`config.mk`:
```
export PLATFORM = sky130hd
export DESIGN_NAME = placement_bin_density_tracker
export DESIGN_NICKNAME = d
export VERILOG_FILES = /design/src/hdl/pdt_pkg.sv /design/src/hdl/pdt_div.sv /design/src/hdl/placement_bin_density_tracker.sv
export SDC_FILE = /design/constraint.sdc
export NUM_CORES = 2
export LEC_CHECK = 0
export BUFFER_PORTS_ARGS = -buffer_cell sky130_fd_sc_hd__clkbuf_2
export CORE_ASPECT_RATIO = 1.25
export CORE_UTILIZATION = 59
export CTS_BUF_LIST = sky130_fd_sc_hd__clkbuf_8
export CTS_CLUSTER_SIZE = 25
export DETAILED_ROUTE_END_ITERATION = 12
export GPL_TIMING_DRIVEN = 0
export PLACE_DENSITY = 0.76
export SETUP_SLACK_MARGIN = 0.02
export SYNTH_ARGS = -nofsm -noshare
export SYNTH_HDL_FRONTEND = slang
export SYNTH_SLANG_ARGS = --single-unit
```
`constraint.sdc`:
```
create_clock -name clk -period 6.4 [get_ports clk]
set_clock_uncertainty 0.1 [all_clocks]
set_input_delay 0.64 -clock clk [delete_from_list [all_inputs] [get_ports clk]]
set_output_delay 0.64 -clock clk [all_outputs]
set_load 0.02 [all_outputs]
```
`src/hdl/pdt_pkg.sv`:
```
package pdt_pkg;

    localparam int COORD_W    = 24;
    localparam int SIZE_W     = 23;
    localparam int AREA_W     = 48;
    localparam int DENS_W     = 32;
    localparam int FRAC_W     = 16;
    localparam int CLIP_W     = COORD_W + 1;
    localparam int CFG_IDX_W  = 3;
    localparam int CFG_DATA_W = 48;
    localparam int DIV_CNT_W  = $clog2(DENS_W);

    // register indexes
    localparam logic [CFG_IDX_W-1:0] REG_BIN_LEFT   = 3'd0;
    localparam logic [CFG_IDX_W-1:0] REG_BIN_RIGHT  = 3'd1;
    localparam logic [CFG_IDX_W-1:0] REG_BIN_BOTTOM = 3'd2;
    localparam logic [CFG_IDX_W-1:0] REG_BIN_TOP    = 3'd3;
    localparam logic [CFG_IDX_W-1:0] REG_TOTAL_AREA = 3'd4;

    // command codes
    localparam logic CMD_MOVE_IN  = 1'b0;
    localparam logic CMD_MOVE_OUT = 1'b1;

    typedef struct packed {
        logic                      command;
        logic signed [COORD_W-1:0] cell_center_x;
        logic signed [COORD_W-1:0] cell_center_y;
        logic [SIZE_W-1:0]         cell_width;
        logic [SIZE_W-1:0]         cell_height;
        logic                      is_terminal;
        logic                      is_non_image;
    } pdt_in_t;

    typedef struct packed {
        logic [AREA_W-1:0] overlap_area;
        logic [DENS_W-1:0] density;
        logic              low_free_space;
        logic              no_overlap;
    } pdt_out_t;

    typedef struct packed {
        logic busy;
        logic done;
    } pdt_div_stat_t;

endpackage

```
`src/hdl/pdt_div.sv`:
```
// Radix-2 restoring divider: {occupied, 16'b0} / free_left, 32-bit quotient.
// Caller guarantees the quotient fits (occupied < free_left << 16).
module pdt_div (
    input  logic                      clk,
    input  logic                      rst_n,
    input  logic                      start,
    input  logic [pdt_pkg::AREA_W-1:0] occupied,
    input  logic [pdt_pkg::AREA_W-1:0] free_left,
    output pdt_pkg::pdt_div_stat_t    stat,
    output logic [pdt_pkg::DENS_W-1:0] quotient
);

    logic                           busy_reg;
    logic                           done_reg;
    logic [pdt_pkg::DIV_CNT_W-1:0]  cnt_reg;
    logic [pdt_pkg::AREA_W-1:0]     rem_reg;
    logic [pdt_pkg::AREA_W-1:0]     div_reg;
    logic [pdt_pkg::DENS_W-1:0]     dvd_reg;
    logic [pdt_pkg::DENS_W-1:0]     quo_reg;

    logic [pdt_pkg::AREA_W:0]       shifted;
    logic [pdt_pkg::AREA_W:0]       diff;
    logic                           ge;
    logic [pdt_pkg::AREA_W-1:0]     rem_next;

    // one shift-compare-subtract per cycle
    assign shifted  = {rem_reg, dvd_reg[pdt_pkg::DENS_W-1]};
    assign ge       = shifted >= {1'b0, div_reg};
    assign diff     = shifted - {1'b0, div_reg};
    assign rem_next = ge ? diff[pdt_pkg::AREA_W-1:0] : shifted[pdt_pkg::AREA_W-1:0];

    always_ff @(posedge clk or negedge rst_n)
    begin
        if (!rst_n)
        begin
            busy_reg <= 1'b0;
            done_reg <= 1'b0;
            cnt_reg  <= '0;
        end
        else
        begin
            done_reg <= 1'b0;
            if (start)
            begin
                busy_reg <= 1'b1;
                cnt_reg  <= '0;
            end
            else if (busy_reg)
            begin
                cnt_reg <= cnt_reg + pdt_pkg::DIV_CNT_W'(1);
                if (cnt_reg == pdt_pkg::DIV_CNT_W'(pdt_pkg::DENS_W - 1))
                begin
                    busy_reg <= 1'b0;
                    done_reg <= 1'b1;
                end
            end
        end
    end

    always_ff @(posedge clk)
    begin
        if (start)
        begin
            rem_reg <= pdt_pkg::AREA_W'(occupied[pdt_pkg::AREA_W-1:pdt_pkg::FRAC_W]);
            dvd_reg <= {occupied[pdt_pkg::FRAC_W-1:0], {(pdt_pkg::DENS_W-pdt_pkg::FRAC_W){1'b0}}};
            div_reg <= free_left;
        end
        else if (busy_reg)
        begin
            rem_reg <= rem_next;
            dvd_reg <= {dvd_reg[pdt_pkg::DENS_W-2:0], 1'b0};
            quo_reg <= {quo_reg[pdt_pkg::DENS_W-2:0], ge};
        end
    end

    assign stat.busy = busy_reg;
    assign stat.done = done_reg;
    assign quotient  = quo_reg;

endmodule

```
`src/hdl/placement_bin_density_tracker.sv`:
```
// Result path: a cell that misses the bin goes from S_SIDE straight to S_FINISH;
// low free space or a saturated density ends at S_CHECK; else the divider runs.
// Throughput: one item at a time; the 32-step divider sets the longest item time.
// Input is taken again once the result is in the output register.
// Reset (rst_n, async, active low): bin limits, total area, free area, occupied
// area and density all clear to zero; the sequencer returns to idle.
module placement_bin_density_tracker (
    input  logic                          clk,
    input  logic                          rst_n,
    // input items
    input  logic                          in_valid,
    output logic                          in_stall,
    input  pdt_pkg::pdt_in_t              in_data,
    // result items
    output logic                          out_valid,
    input  logic                          out_stall,
    output pdt_pkg::pdt_out_t             out_data,
    // configuration writes
    input  logic                          cfg_en,
    input  logic [pdt_pkg::CFG_IDX_W-1:0] cfg_index,
    input  logic [pdt_pkg::CFG_DATA_W-1:0] cfg_data
);

    // Sequencer: clip the cell, form the side lengths, multiply, update the
    // area bookkeeping, check free space and saturation, then run the divider.
    typedef enum logic [2:0] {
        S_IDLE,
        S_CLIP,
        S_SIDE,
        S_MUL,
        S_UPDATE,
        S_CHECK,
        S_DIV,
        S_FINISH
    } state_t;

    state_t state_reg;

    // configuration
    logic signed [pdt_pkg::COORD_W-1:0] bin_left_reg;
    logic signed [pdt_pkg::COORD_W-1:0] bin_right_reg;
    logic signed [pdt_pkg::COORD_W-1:0] bin_bottom_reg;
    logic signed [pdt_pkg::COORD_W-1:0] bin_top_reg;
    logic [pdt_pkg::AREA_W-1:0]         total_area_reg;

    // bin state
    logic [pdt_pkg::AREA_W-1:0]         occ_reg;
    logic [pdt_pkg::AREA_W-1:0]         free_reg;
    logic [pdt_pkg::DENS_W-1:0]         cur_density_reg;

    // per-item working registers
    pdt_pkg::pdt_in_t                   item_reg;
    logic signed [pdt_pkg::CLIP_W-1:0]  clip_l_reg;
    logic signed [pdt_pkg::CLIP_W-1:0]  clip_r_reg;
    logic signed [pdt_pkg::CLIP_W-1:0]  clip_b_reg;
    logic signed [pdt_pkg::CLIP_W-1:0]  clip_t_reg;
    logic [pdt_pkg::SIZE_W-1:0]         w_reg;
    logic [pdt_pkg::SIZE_W-1:0]         h_reg;
    logic [pdt_pkg::AREA_W-1:0]         area_reg;
    logic                               empty_reg;
    logic                               low_reg;
    logic                               div_start_reg;

    // output register
    logic                               out_valid_reg;
    pdt_pkg::pdt_out_t                  out_data_reg;

    // divider
    pdt_pkg::pdt_div_stat_t             div_stat;
    logic [pdt_pkg::DENS_W-1:0]         div_quo;

    // clip arithmetic, 25-bit signed so cx +/- w/2 never wraps
    logic signed [pdt_pkg::CLIP_W-1:0]  half_w;
    logic signed [pdt_pkg::CLIP_W-1:0]  half_h;
    logic signed [pdt_pkg::CLIP_W-1:0]  cx;
    logic signed [pdt_pkg::CLIP_W-1:0]  cy;
    logic signed [pdt_pkg::CLIP_W-1:0]  x_lo;
    logic signed [pdt_pkg::CLIP_W-1:0]  x_hi;
    logic signed [pdt_pkg::CLIP_W-1:0]  y_lo;
    logic signed [pdt_pkg::CLIP_W-1:0]  y_hi;
    logic signed [pdt_pkg::CLIP_W-1:0]  lim_l;
    logic signed [pdt_pkg::CLIP_W-1:0]  lim_r;
    logic signed [pdt_pkg::CLIP_W-1:0]  lim_b;
    logic signed [pdt_pkg::CLIP_W-1:0]  lim_t;
    logic signed [pdt_pkg::CLIP_W-1:0]  side_x;
    logic signed [pdt_pkg::CLIP_W-1:0]  side_y;

    logic [2*pdt_pkg::SIZE_W-1:0]       prod;
    logic [pdt_pkg::AREA_W:0]           occ_sum;
    logic [pdt_pkg::AREA_W-1:0]         occ_next;
    logic [pdt_pkg::AREA_W-1:0]         free_next;
    logic [pdt_pkg::AREA_W+2:0]         free_x5;
    logic                               low_now;
    logic                               sat_now;
    logic                               out_load;

    assign half_w = $signed(pdt_pkg::CLIP_W'(item_reg.cell_width >> 1));
    assign half_h = $signed(pdt_pkg::CLIP_W'(item_reg.cell_height >> 1));
    assign cx     = pdt_pkg::CLIP_W'(item_reg.cell_center_x);
    assign cy     = pdt_pkg::CLIP_W'(item_reg.cell_center_y);
    assign x_lo   = cx - half_w;
    assign x_hi   = cx + half_w;
    assign y_lo   = cy - half_h;
    assign y_hi   = cy + half_h;
    assign lim_l  = pdt_pkg::CLIP_W'(bin_left_reg);
    assign lim_r  = pdt_pkg::CLIP_W'(bin_right_reg);
    assign lim_b  = pdt_pkg::CLIP_W'(bin_bottom_reg);
    assign lim_t  = pdt_pkg::CLIP_W'(bin_top_reg);

    // A non-empty clip is never wider than the cell itself, so 23 bits hold it.
    assign side_x = clip_r_reg - clip_l_reg;
    assign side_y = clip_t_reg - clip_b_reg;

    assign prod = (2*pdt_pkg::SIZE_W)'(w_reg) * (2*pdt_pkg::SIZE_W)'(h_reg);

    // Area bookkeeping for one item
    assign occ_sum = {1'b0, occ_reg} + (pdt_pkg::AREA_W+1)'(area_reg);

    always_comb
    begin
        occ_next  = occ_reg;
        free_next = free_reg;
        priority if (item_reg.command == pdt_pkg::CMD_MOVE_OUT)
        begin
            occ_next = (occ_reg > area_reg) ? occ_reg - area_reg : '0;
        end
        else if (item_reg.is_terminal)
        begin
            if (!item_reg.is_non_image)
            begin
                free_next = (free_reg > area_reg) ? free_reg - area_reg : '0;
            end
        end
        else
        begin
            occ_next = occ_sum[pdt_pkg::AREA_W] ? '1 : occ_sum[pdt_pkg::AREA_W-1:0];
        end
    end

    // Low free space: 5 * free <= total. Zero free area always lands here.
    assign free_x5 = {1'b0, free_reg, 2'b00} + (pdt_pkg::AREA_W+3)'(free_reg);
    assign low_now = free_x5 <= (pdt_pkg::AREA_W+3)'(total_area_reg);
    // Quotient reaches 2^32 exactly when occupied >= free << 16.
    assign sat_now = (pdt_pkg::AREA_W+pdt_pkg::FRAC_W)'(occ_reg)
                     >= {free_reg, {pdt_pkg::FRAC_W{1'b0}}};

    // Output slot is free when empty or being drained this cycle
    assign out_load = (state_reg == S_FINISH) && (!out_valid_reg || !out_stall);

    // Control, configuration and bin state
    always_ff @(posedge clk or negedge rst_n)
    begin
        if (!rst_n)
        begin
            state_reg       <= S_IDLE;
            bin_left_reg    <= '0;
            bin_right_reg   <= '0;
            bin_bottom_reg  <= '0;
            bin_top_reg     <= '0;
            total_area_reg  <= '0;
            occ_reg         <= '0;
            free_reg        <= '0;
            cur_density_reg <= '0;
            div_start_reg   <= 1'b0;
            out_valid_reg   <= 1'b0;
        end
        else
        begin
            div_start_reg <= 1'b0;

            if (cfg_en)
            begin
                unique case (cfg_index)
                    pdt_pkg::REG_BIN_LEFT:
                        bin_left_reg <= cfg_data[pdt_pkg::COORD_W-1:0];
                    pdt_pkg::REG_BIN_RIGHT:
                        bin_right_reg <= cfg_data[pdt_pkg::COORD_W-1:0];
                    pdt_pkg::REG_BIN_BOTTOM:
                        bin_bottom_reg <= cfg_data[pdt_pkg::COORD_W-1:0];
                    pdt_pkg::REG_BIN_TOP:
                        bin_top_reg <= cfg_data[pdt_pkg::COORD_W-1:0];
                    pdt_pkg::REG_TOTAL_AREA:
                    begin
                        // writing the total also restarts the free area
                        total_area_reg <= cfg_data[pdt_pkg::AREA_W-1:0];
                        free_reg       <= cfg_data[pdt_pkg::AREA_W-1:0];
                    end
                    default:
                    begin
                    end
                endcase
            end

            if (out_valid_reg && !out_stall)
            begin
                out_valid_reg <= 1'b0;
            end

            unique case (state_reg)
                S_IDLE:
                begin
                    if (in_valid)
                    begin
                        state_reg <= S_CLIP;
                    end
                end
                S_CLIP:
                begin
                    state_reg <= S_SIDE;
                end
                S_SIDE:
                begin
                    // missing the bin leaves all state alone
                    if (clip_l_reg > clip_r_reg || clip_b_reg > clip_t_reg)
                    begin
                        state_reg <= S_FINISH;
                    end
                    else
                    begin
                        state_reg <= S_MUL;
                    end
                end
                S_MUL:
                begin
                    state_reg <= S_UPDATE;
                end
                S_UPDATE:
                begin
                    occ_reg   <= occ_next;
                    free_reg  <= free_next;
                    state_reg <= S_CHECK;
                end
                S_CHECK:
                begin
                    priority if (low_now)
                    begin
                        cur_density_reg <= '0;
                        state_reg       <= S_FINISH;
                    end
                    else if (sat_now)
                    begin
                        cur_density_reg <= '1;
                        state_reg       <= S_FINISH;
                    end
                    else
                    begin
                        div_start_reg <= 1'b1;
                        state_reg     <= S_DIV;
                    end
                end
                S_DIV:
                begin
                    if (div_stat.done)
                    begin
                        cur_density_reg <= div_quo;
                        state_reg       <= S_FINISH;
                    end
                end
                S_FINISH:
                begin
                    if (out_load)
                    begin
                        out_valid_reg <= 1'b1;
                        state_reg     <= S_IDLE;
                    end
                end
                default:
                begin
                    state_reg <= S_IDLE;
                end
            endcase
        end
    end

    // Per-item payload, no reset needed
    always_ff @(posedge clk)
    begin
        if (state_reg == S_IDLE && in_valid)
        begin
            item_reg <= in_data;
        end
        if (state_reg == S_CLIP)
        begin
            clip_l_reg <= (x_lo > lim_l) ? x_lo : lim_l;
            clip_r_reg <= (x_hi < lim_r) ? x_hi : lim_r;
            clip_b_reg <= (y_lo > lim_b) ? y_lo : lim_b;
            clip_t_reg <= (y_hi < lim_t) ? y_hi : lim_t;
        end
        if (state_reg == S_SIDE)
        begin
            empty_reg <= (clip_l_reg > clip_r_reg) || (clip_b_reg > clip_t_reg);
            w_reg     <= side_x[pdt_pkg::SIZE_W-1:0];
            h_reg     <= side_y[pdt_pkg::SIZE_W-1:0];
        end
        if (state_reg == S_MUL)
        begin
            area_reg <= pdt_pkg::AREA_W'(prod);
        end
        if (state_reg == S_CHECK)
        begin
            low_reg <= low_now;
        end
        if (out_load)
        begin
            out_data_reg.overlap_area   <= empty_reg ? '0 : area_reg;
            out_data_reg.density        <= cur_density_reg;
            out_data_reg.low_free_space <= !empty_reg && low_reg;
            out_data_reg.no_overlap     <= empty_reg;
        end
    end

    pdt_div u_div (
        .clk       (clk),
        .rst_n     (rst_n),
        .start     (div_start_reg),
        .occupied  (occ_reg),
        .free_left (free_reg),
        .stat      (div_stat),
        .quotient  (div_quo)
    );

    assign in_stall  = (state_reg != S_IDLE);
    assign out_valid = out_valid_reg;
    assign out_data  = out_data_reg;

endmodule

```
=== After elaboration in Yosys (flattened, before gate mapping) ===
Index checks and enable logic that the tools add are counted.

* Input port bits: 153
* Output and inout bits: 84
* Register bits: 799

* Mux-type cells: 45
* Multipliers: 1
* Bitwise gates (word level): 1
* Reduce and logical (&&, ||, !) cells: 26
* Eq/ne operators: 20
* $lt $le $gt $ge: 11
* Add/subtract/negate cells: 12

{| class="wikitable"
|+ Operators by type and width
! kind !! count
|-
| 48-bit two-way mux || 12
|-
| 32-bit two-way mux || 7
|-
| 25-bit two-way mux || 4
|-
| 48-bit by 46-bit greater-than comparator with 1-bit output || 2
|-
| 48-bit by 46-bit subtractor with 48-bit output || 2
|-
| 48-bit by 64-bit >= comparator with 1-bit output || 1
|-
| 32-bit case mux with 2 select lines || 1
|-
| 50-bit by 48-bit adder with 51-bit output || 1
|-
| 51-bit by 48-bit less-or-equal comparator with 1-bit output || 1
|-
| 24-bit by 23-bit adder with 25-bit output || 2
|-
| 25-bit by 24-bit greater-than comparator with 1-bit output || 2
|-
| 25-bit greater-than comparator || 2
|-
| 25-bit by 24-bit < comparator with 1-bit output || 2
|-
| 24-bit by 23-bit subtractor with 25-bit output || 2
|-
| 48-bit by 46-bit adder with 49-bit output || 1
|-
| 49-bit by 48-bit >= comparator with 1-bit output || 1
|-
| 48-bit subtractor || 1
|-
| 23-bit by 23-bit multiplier with 46-bit output || 1
|-
| 23-bit subtractor || 2
|-
| 3-bit case mux with 8 select lines || 1
|-
| 3-bit equality test, second input constant || 5
|-
| 1-bit two-way mux || 14
|-
| 2-bit AND reduction || 7
|-
| 3-bit by 2-bit equality test with 1-bit output, second input constant || 4
|-
| 17 further kinds || 38
|}

=== Depth between registers and ports, before layout ===
* Depth in word-level cells: 6
* Gate-level depth with buffers: 29
* Mapped depth without buffers: 28

=== By module ===
Synthesis repeated with hierarchy kept, for this count alone.

* Cells, all modules: 7671
* Area, all modules: 72218.0 µm²

{| class="wikitable"
|+ Modules (own cells, without submodules)
! module !! area each (µm²) !! instances !! sequential area each (µm²) !! cells each
|-
| placement_bin_density_tracker || 63492.1 || 1 || 18012.3 || 6854
|-
| pdt_div || 8725.9 || 1 || 4339.2 || 817
|}

=== Worst setup path after synthesis ===
No wires, ideal clock.

* Path kind: register to register
* Start: reg h_reg[2] (netlist name)
* End: reg area_reg[45] (netlist name) (data pin)
* Required time: 6040 ps
* Path buffers: 1
* Arrival time: 6705 ps
* Cell stages (with the launch flop): 26
* Setup time: 260 ps
* Path slack: -665 ps
* Period minus slack after synthesis: 7065 ps
* Cell sequence: edfxtp_1 clkbuf_1 nand2_1 fa_1 fa_1 fa_1 fa_1 inv_1 fa_1 fa_1 inv_1 fa_1 inv_1 ha_1 a21o_1 a211o_1 a21oi_1 o21ai_0 a31oi_1 o21ai_2 a21oi_1 o21ai_1 a211oi_1 o41ai_1 a21oi_1 xnor2_1

* Word-level cells in the longest chain between the ends: 1

{| class="wikitable"
|+ Ends and longest elaborated chain
! what !! RTL line !! RTL
|-
| start, declared || placement_bin_density_tracker.sv:58 || <nowiki>logic [pdt_pkg::SIZE_W-1:0] h_reg;</nowiki>
|-
| start signal, assigned || placement_bin_density_tracker.sv:293 || <nowiki>h_reg <= side_y[pdt_pkg::SIZE_W-1:0];</nowiki>
|-
| 23-bit by 23-bit multiplier with 46-bit output || placement_bin_density_tracker.sv:114 || <nowiki>assign prod = (2*pdt_pkg::SIZE_W)'(w_reg) * (2*pdt_pkg::SIZE_W)'(h_reg);</nowiki>
|-
| via prod, one bit || placement_bin_density_tracker.sv:88 || <nowiki>logic [2*pdt_pkg::SIZE_W-1:0] prod;</nowiki>
|-
| end signal, assigned || placement_bin_density_tracker.sv:297 || <nowiki>area_reg <= pdt_pkg::AREA_W'(prod);</nowiki>
|-
| end, declared || placement_bin_density_tracker.sv:59 || <nowiki>logic [pdt_pkg::AREA_W-1:0] area_reg;</nowiki>
|}

The timed path passes the listed nets, and every way through them passes these cells.
A chain may end at the register's enable or synchronous reset.

=== Worst setup path after layout ===
* Start: reg w_reg[0] (netlist name)
* End: reg area_reg[45] (netlist name) (data pin)

* Word-level cells in the longest chain between the ends: 1

{| class="wikitable"
|+ Ends and longest elaborated chain
! what !! RTL line !! RTL
|-
| start, declared || placement_bin_density_tracker.sv:57 || <nowiki>logic [pdt_pkg::SIZE_W-1:0] w_reg;</nowiki>
|-
| start signal, assigned || placement_bin_density_tracker.sv:292 || <nowiki>w_reg <= side_x[pdt_pkg::SIZE_W-1:0];</nowiki>
|-
| 23-bit by 23-bit multiplier with 46-bit output || placement_bin_density_tracker.sv:114 ||
|-
| via prod, one bit || placement_bin_density_tracker.sv:88 ||
|}

The timed path passes the listed nets, and every way through them passes these cells.

==> results.ini <==
[outcome]
status = finished with violations
failed_checks = negative setup slack

[grt]
gr-total-overflow = 0
grt_max_degree = 106
antenna_found_initial = 14
grt_pass1_wl_um = 346000
first_global_vias = 58700
track_usage_pct = 37.7

[placed_design]
io_buffers = 232
place_ws_ns = -1.61
hpwl_um = 180000
gp_congestion = 1.02
post_dp_cell_area_mm2 = 0.0750
post-place-cells = 9382

[clocking]
htree_levels = 4
cts_tree = built
cts.clk_slew.worst_paths_ns = 0.06
numClockSinks = 797
cts.path.max_buffers = 3
insertion_delay_ns = 0.92
cts_root_buf = clkbuf_8
cts_buffers = 134

[worst_setup_path]
endpoint = area_reg[45]
crit_required_ns = 6.88
crit_type = reg2reg
cpPeakStageDelay_ns = 0.59
r2r-end = area_reg[45]
worstReg2RegStart = w_reg[0]
reg2reg_depth = 28
cp.arrival_ns = 7.88
cp_slowest_cell = edfxtp_1
reg2reg_slack_ns = -0.99
cp_max_fo = 10
start_kind = register
crit_start = w_reg[0]
worst_setup_path_end_kind = register

[route]
dr.pass1.iters = 6
drt_iter0_markers = 6103
detail_route.wl_per_cell_um = 23.6
drc = 0
viasPerCell = 6.05
wl_um = 233000
vias = 59600
postRouteAntennaNets = 0

[floorplan]
core_area_mm2 = 0.120
die_x_um = 313
die_area_mm2 = 0.122
die_h_um = 390
core.rowCount = 142
start_util_pct = 59.4
io_pins = 237

[yosys]
ys_top_cells_by_area = edfxtp_1 (21%), ha_1 (14%), fa_1 (13%), dfrtp_1 (10%), inv_1 (5.7%)
synth_top_cell_by_area = edfxtp_1
yosysMostFrequentCell = inv_1
synth_area_mm2 = 0.0711
synth_cells = 7551
syn_area_per_cell_um2 = 9.42
synth.distinct_cells = 110
synth_common_cells = inv_1 (1087), ha_1 (770), nand2_1 (701)
synthFlopType = edfxtp_1
synth-seq-cells = 797
synth_edf_count = 497
netlist.area_leader.share_pct = 21.0
yosysWarnings = 0
synth-seq-area-share_pct = 31.4
synthArstFlopShare_pct = 35.6

[timing]
worst_slew_pin_slew_ns = 1.30
layout_setup_ws_ns = -0.994
fmaxAchievable_mhz = 135
drv_slew = 0
fin_crit_ns = 7.39
slew-limit-headroom_pct = 12.4
hold_viol_final = 0
setup_viol = 25
post-route-period-util_pct = 116
setup_tns_ns = -14.78
rsz0062_at_grt = true

[final_layout]
final_cells = 9850
syn_to_final_growth_pct = 13.8
largest_reg_flops = 80
fin_area_mm2 = 0.0810
nets = 9521
drive_above_1_share_pct = 12.5

[min_path]
hold_path_depth = 3
hold_class = in2reg

[flow_run]
cap_violations = 0

[routing by layer]
| metal | GRT usage, % | wire length, µm | share of wire, % | up-vias |
|---|---|---|---|---|
| met3 | 6.53 | 20400 | 8.7 | 724 |
| li1 | - | - | - | 27000 |
| met2 | 59.1 | 104000 | 45 | 2847 |
| met5 | 0 | 38 | 0.016 | - |
| met4 | 23.5 | 16300 | 7.0 | 6 |
| met1 | 48.8 | 92000 | 39 | 29100 |
[stage by stage]
stage | hold WS, ns | util, %
after floorplan | 0.244 | -
after global placement | 0.325 | 62.3
after detailed placement | 0.328 | 62.6
after CTS | 0.00749 | 67.0
after global routing | 0.0605 | 67.6
final | 0.0756 | 67.6
[final cells by class]
type	instances	area, µm²
multi-input cells	5375	44300
fillers	9542	38800
flip-flops and latches	797	22400
inverters	1089	4090
repair buffers	461	3540
clock buffers	145	2000
well taps	1584	1980
plain buffers	291	1700
clock inverters	101	1040
diodes	7	17.5
[critical path, delay by kind of cell, from the launching register on]
| family | cells | cell delay [ns] |
|---|---|---|
| DFF | 1 | 0.59 |
| adders and majority gates | 8 | 3.10 |
| xor gates and xnor gates | 1 | 0.16 |
| AOI/OAI and AO/OA | 10 | 2.08 |
| and+or+nand+nor | 2 | 0.28 |
| buffers and inverters | 7 | 0.77 |
[cell usage in the layout, fill, tap and decap left out, types with 64 or more instances in the layout]
master,n
buf_4,83
nand2_1,698
a21o_1,193
fa_1,437
dlygate4sd3_1,121
dfrtp_1,270
clkbuf_8,171
o21ai_0,451
nor3_1,99
clkbuf_2,260
nor2b_1,75
and2_1,245
nor2_1,406
xnor2_1,193
nand4_1,64
inv_1,1094
o21a_1,64
nand2b_1,69
edfxtp_1,497
nand3_1,87
clkbuf_1,155
mux2_2,141
o21bai_1,80
a21oi_1,468
xor2_1,91
ha_1,746
[how the worst min path moves through the flow]
stage	start	endpoint	slack, ns
3_3_place_gp	u_div.quotient[0]	u_div.quotient[1]	0.33
3_5_place_dp	u_div.quotient[1]	u_div.quotient[2]	0.33
5_1_grt	cfg_data[24]	total_area_reg[24]	0.06
4_1_cts	cfg_data[24]	total_area_reg[24]	0.007
2_1_floorplan	rst_n	bin_bottom_reg[0]	0.24
6_report	cfg_data[24]	total_area_reg[24]	0.08
[kinds of logic (layout without fill, tap and decap cells)]
logic type      count (synthesis)  in the layout  share of synthesized area (%)
simple gates                 1928           1928                           12.8
compound gates               1748           1748                           15.7
buf+inv                      1380           2087                           7.42
fa+ha+maj                    1219           1219                           26.2
flops                         797            797                           31.4
xor+xnor                      286            286                           3.52
mux                           192            192                           2.96
other cells                     1              9                        0.00527
[repair_timing]
item | 4_1_cts | 5_1_grt
gates resized for setup | 160 | 133
hold buffers | 121 | 0
gates cloned | 1 | 3
pin swaps | 30 | 54
hold endpoints to repair | 235 | 0
setup buffers | 59 | 33
endpoints found under the setup margin | 83 | 108
Power is not shown: default switching activity piles up to over one toggle a cycle in this logic, so the estimate is an artifact.
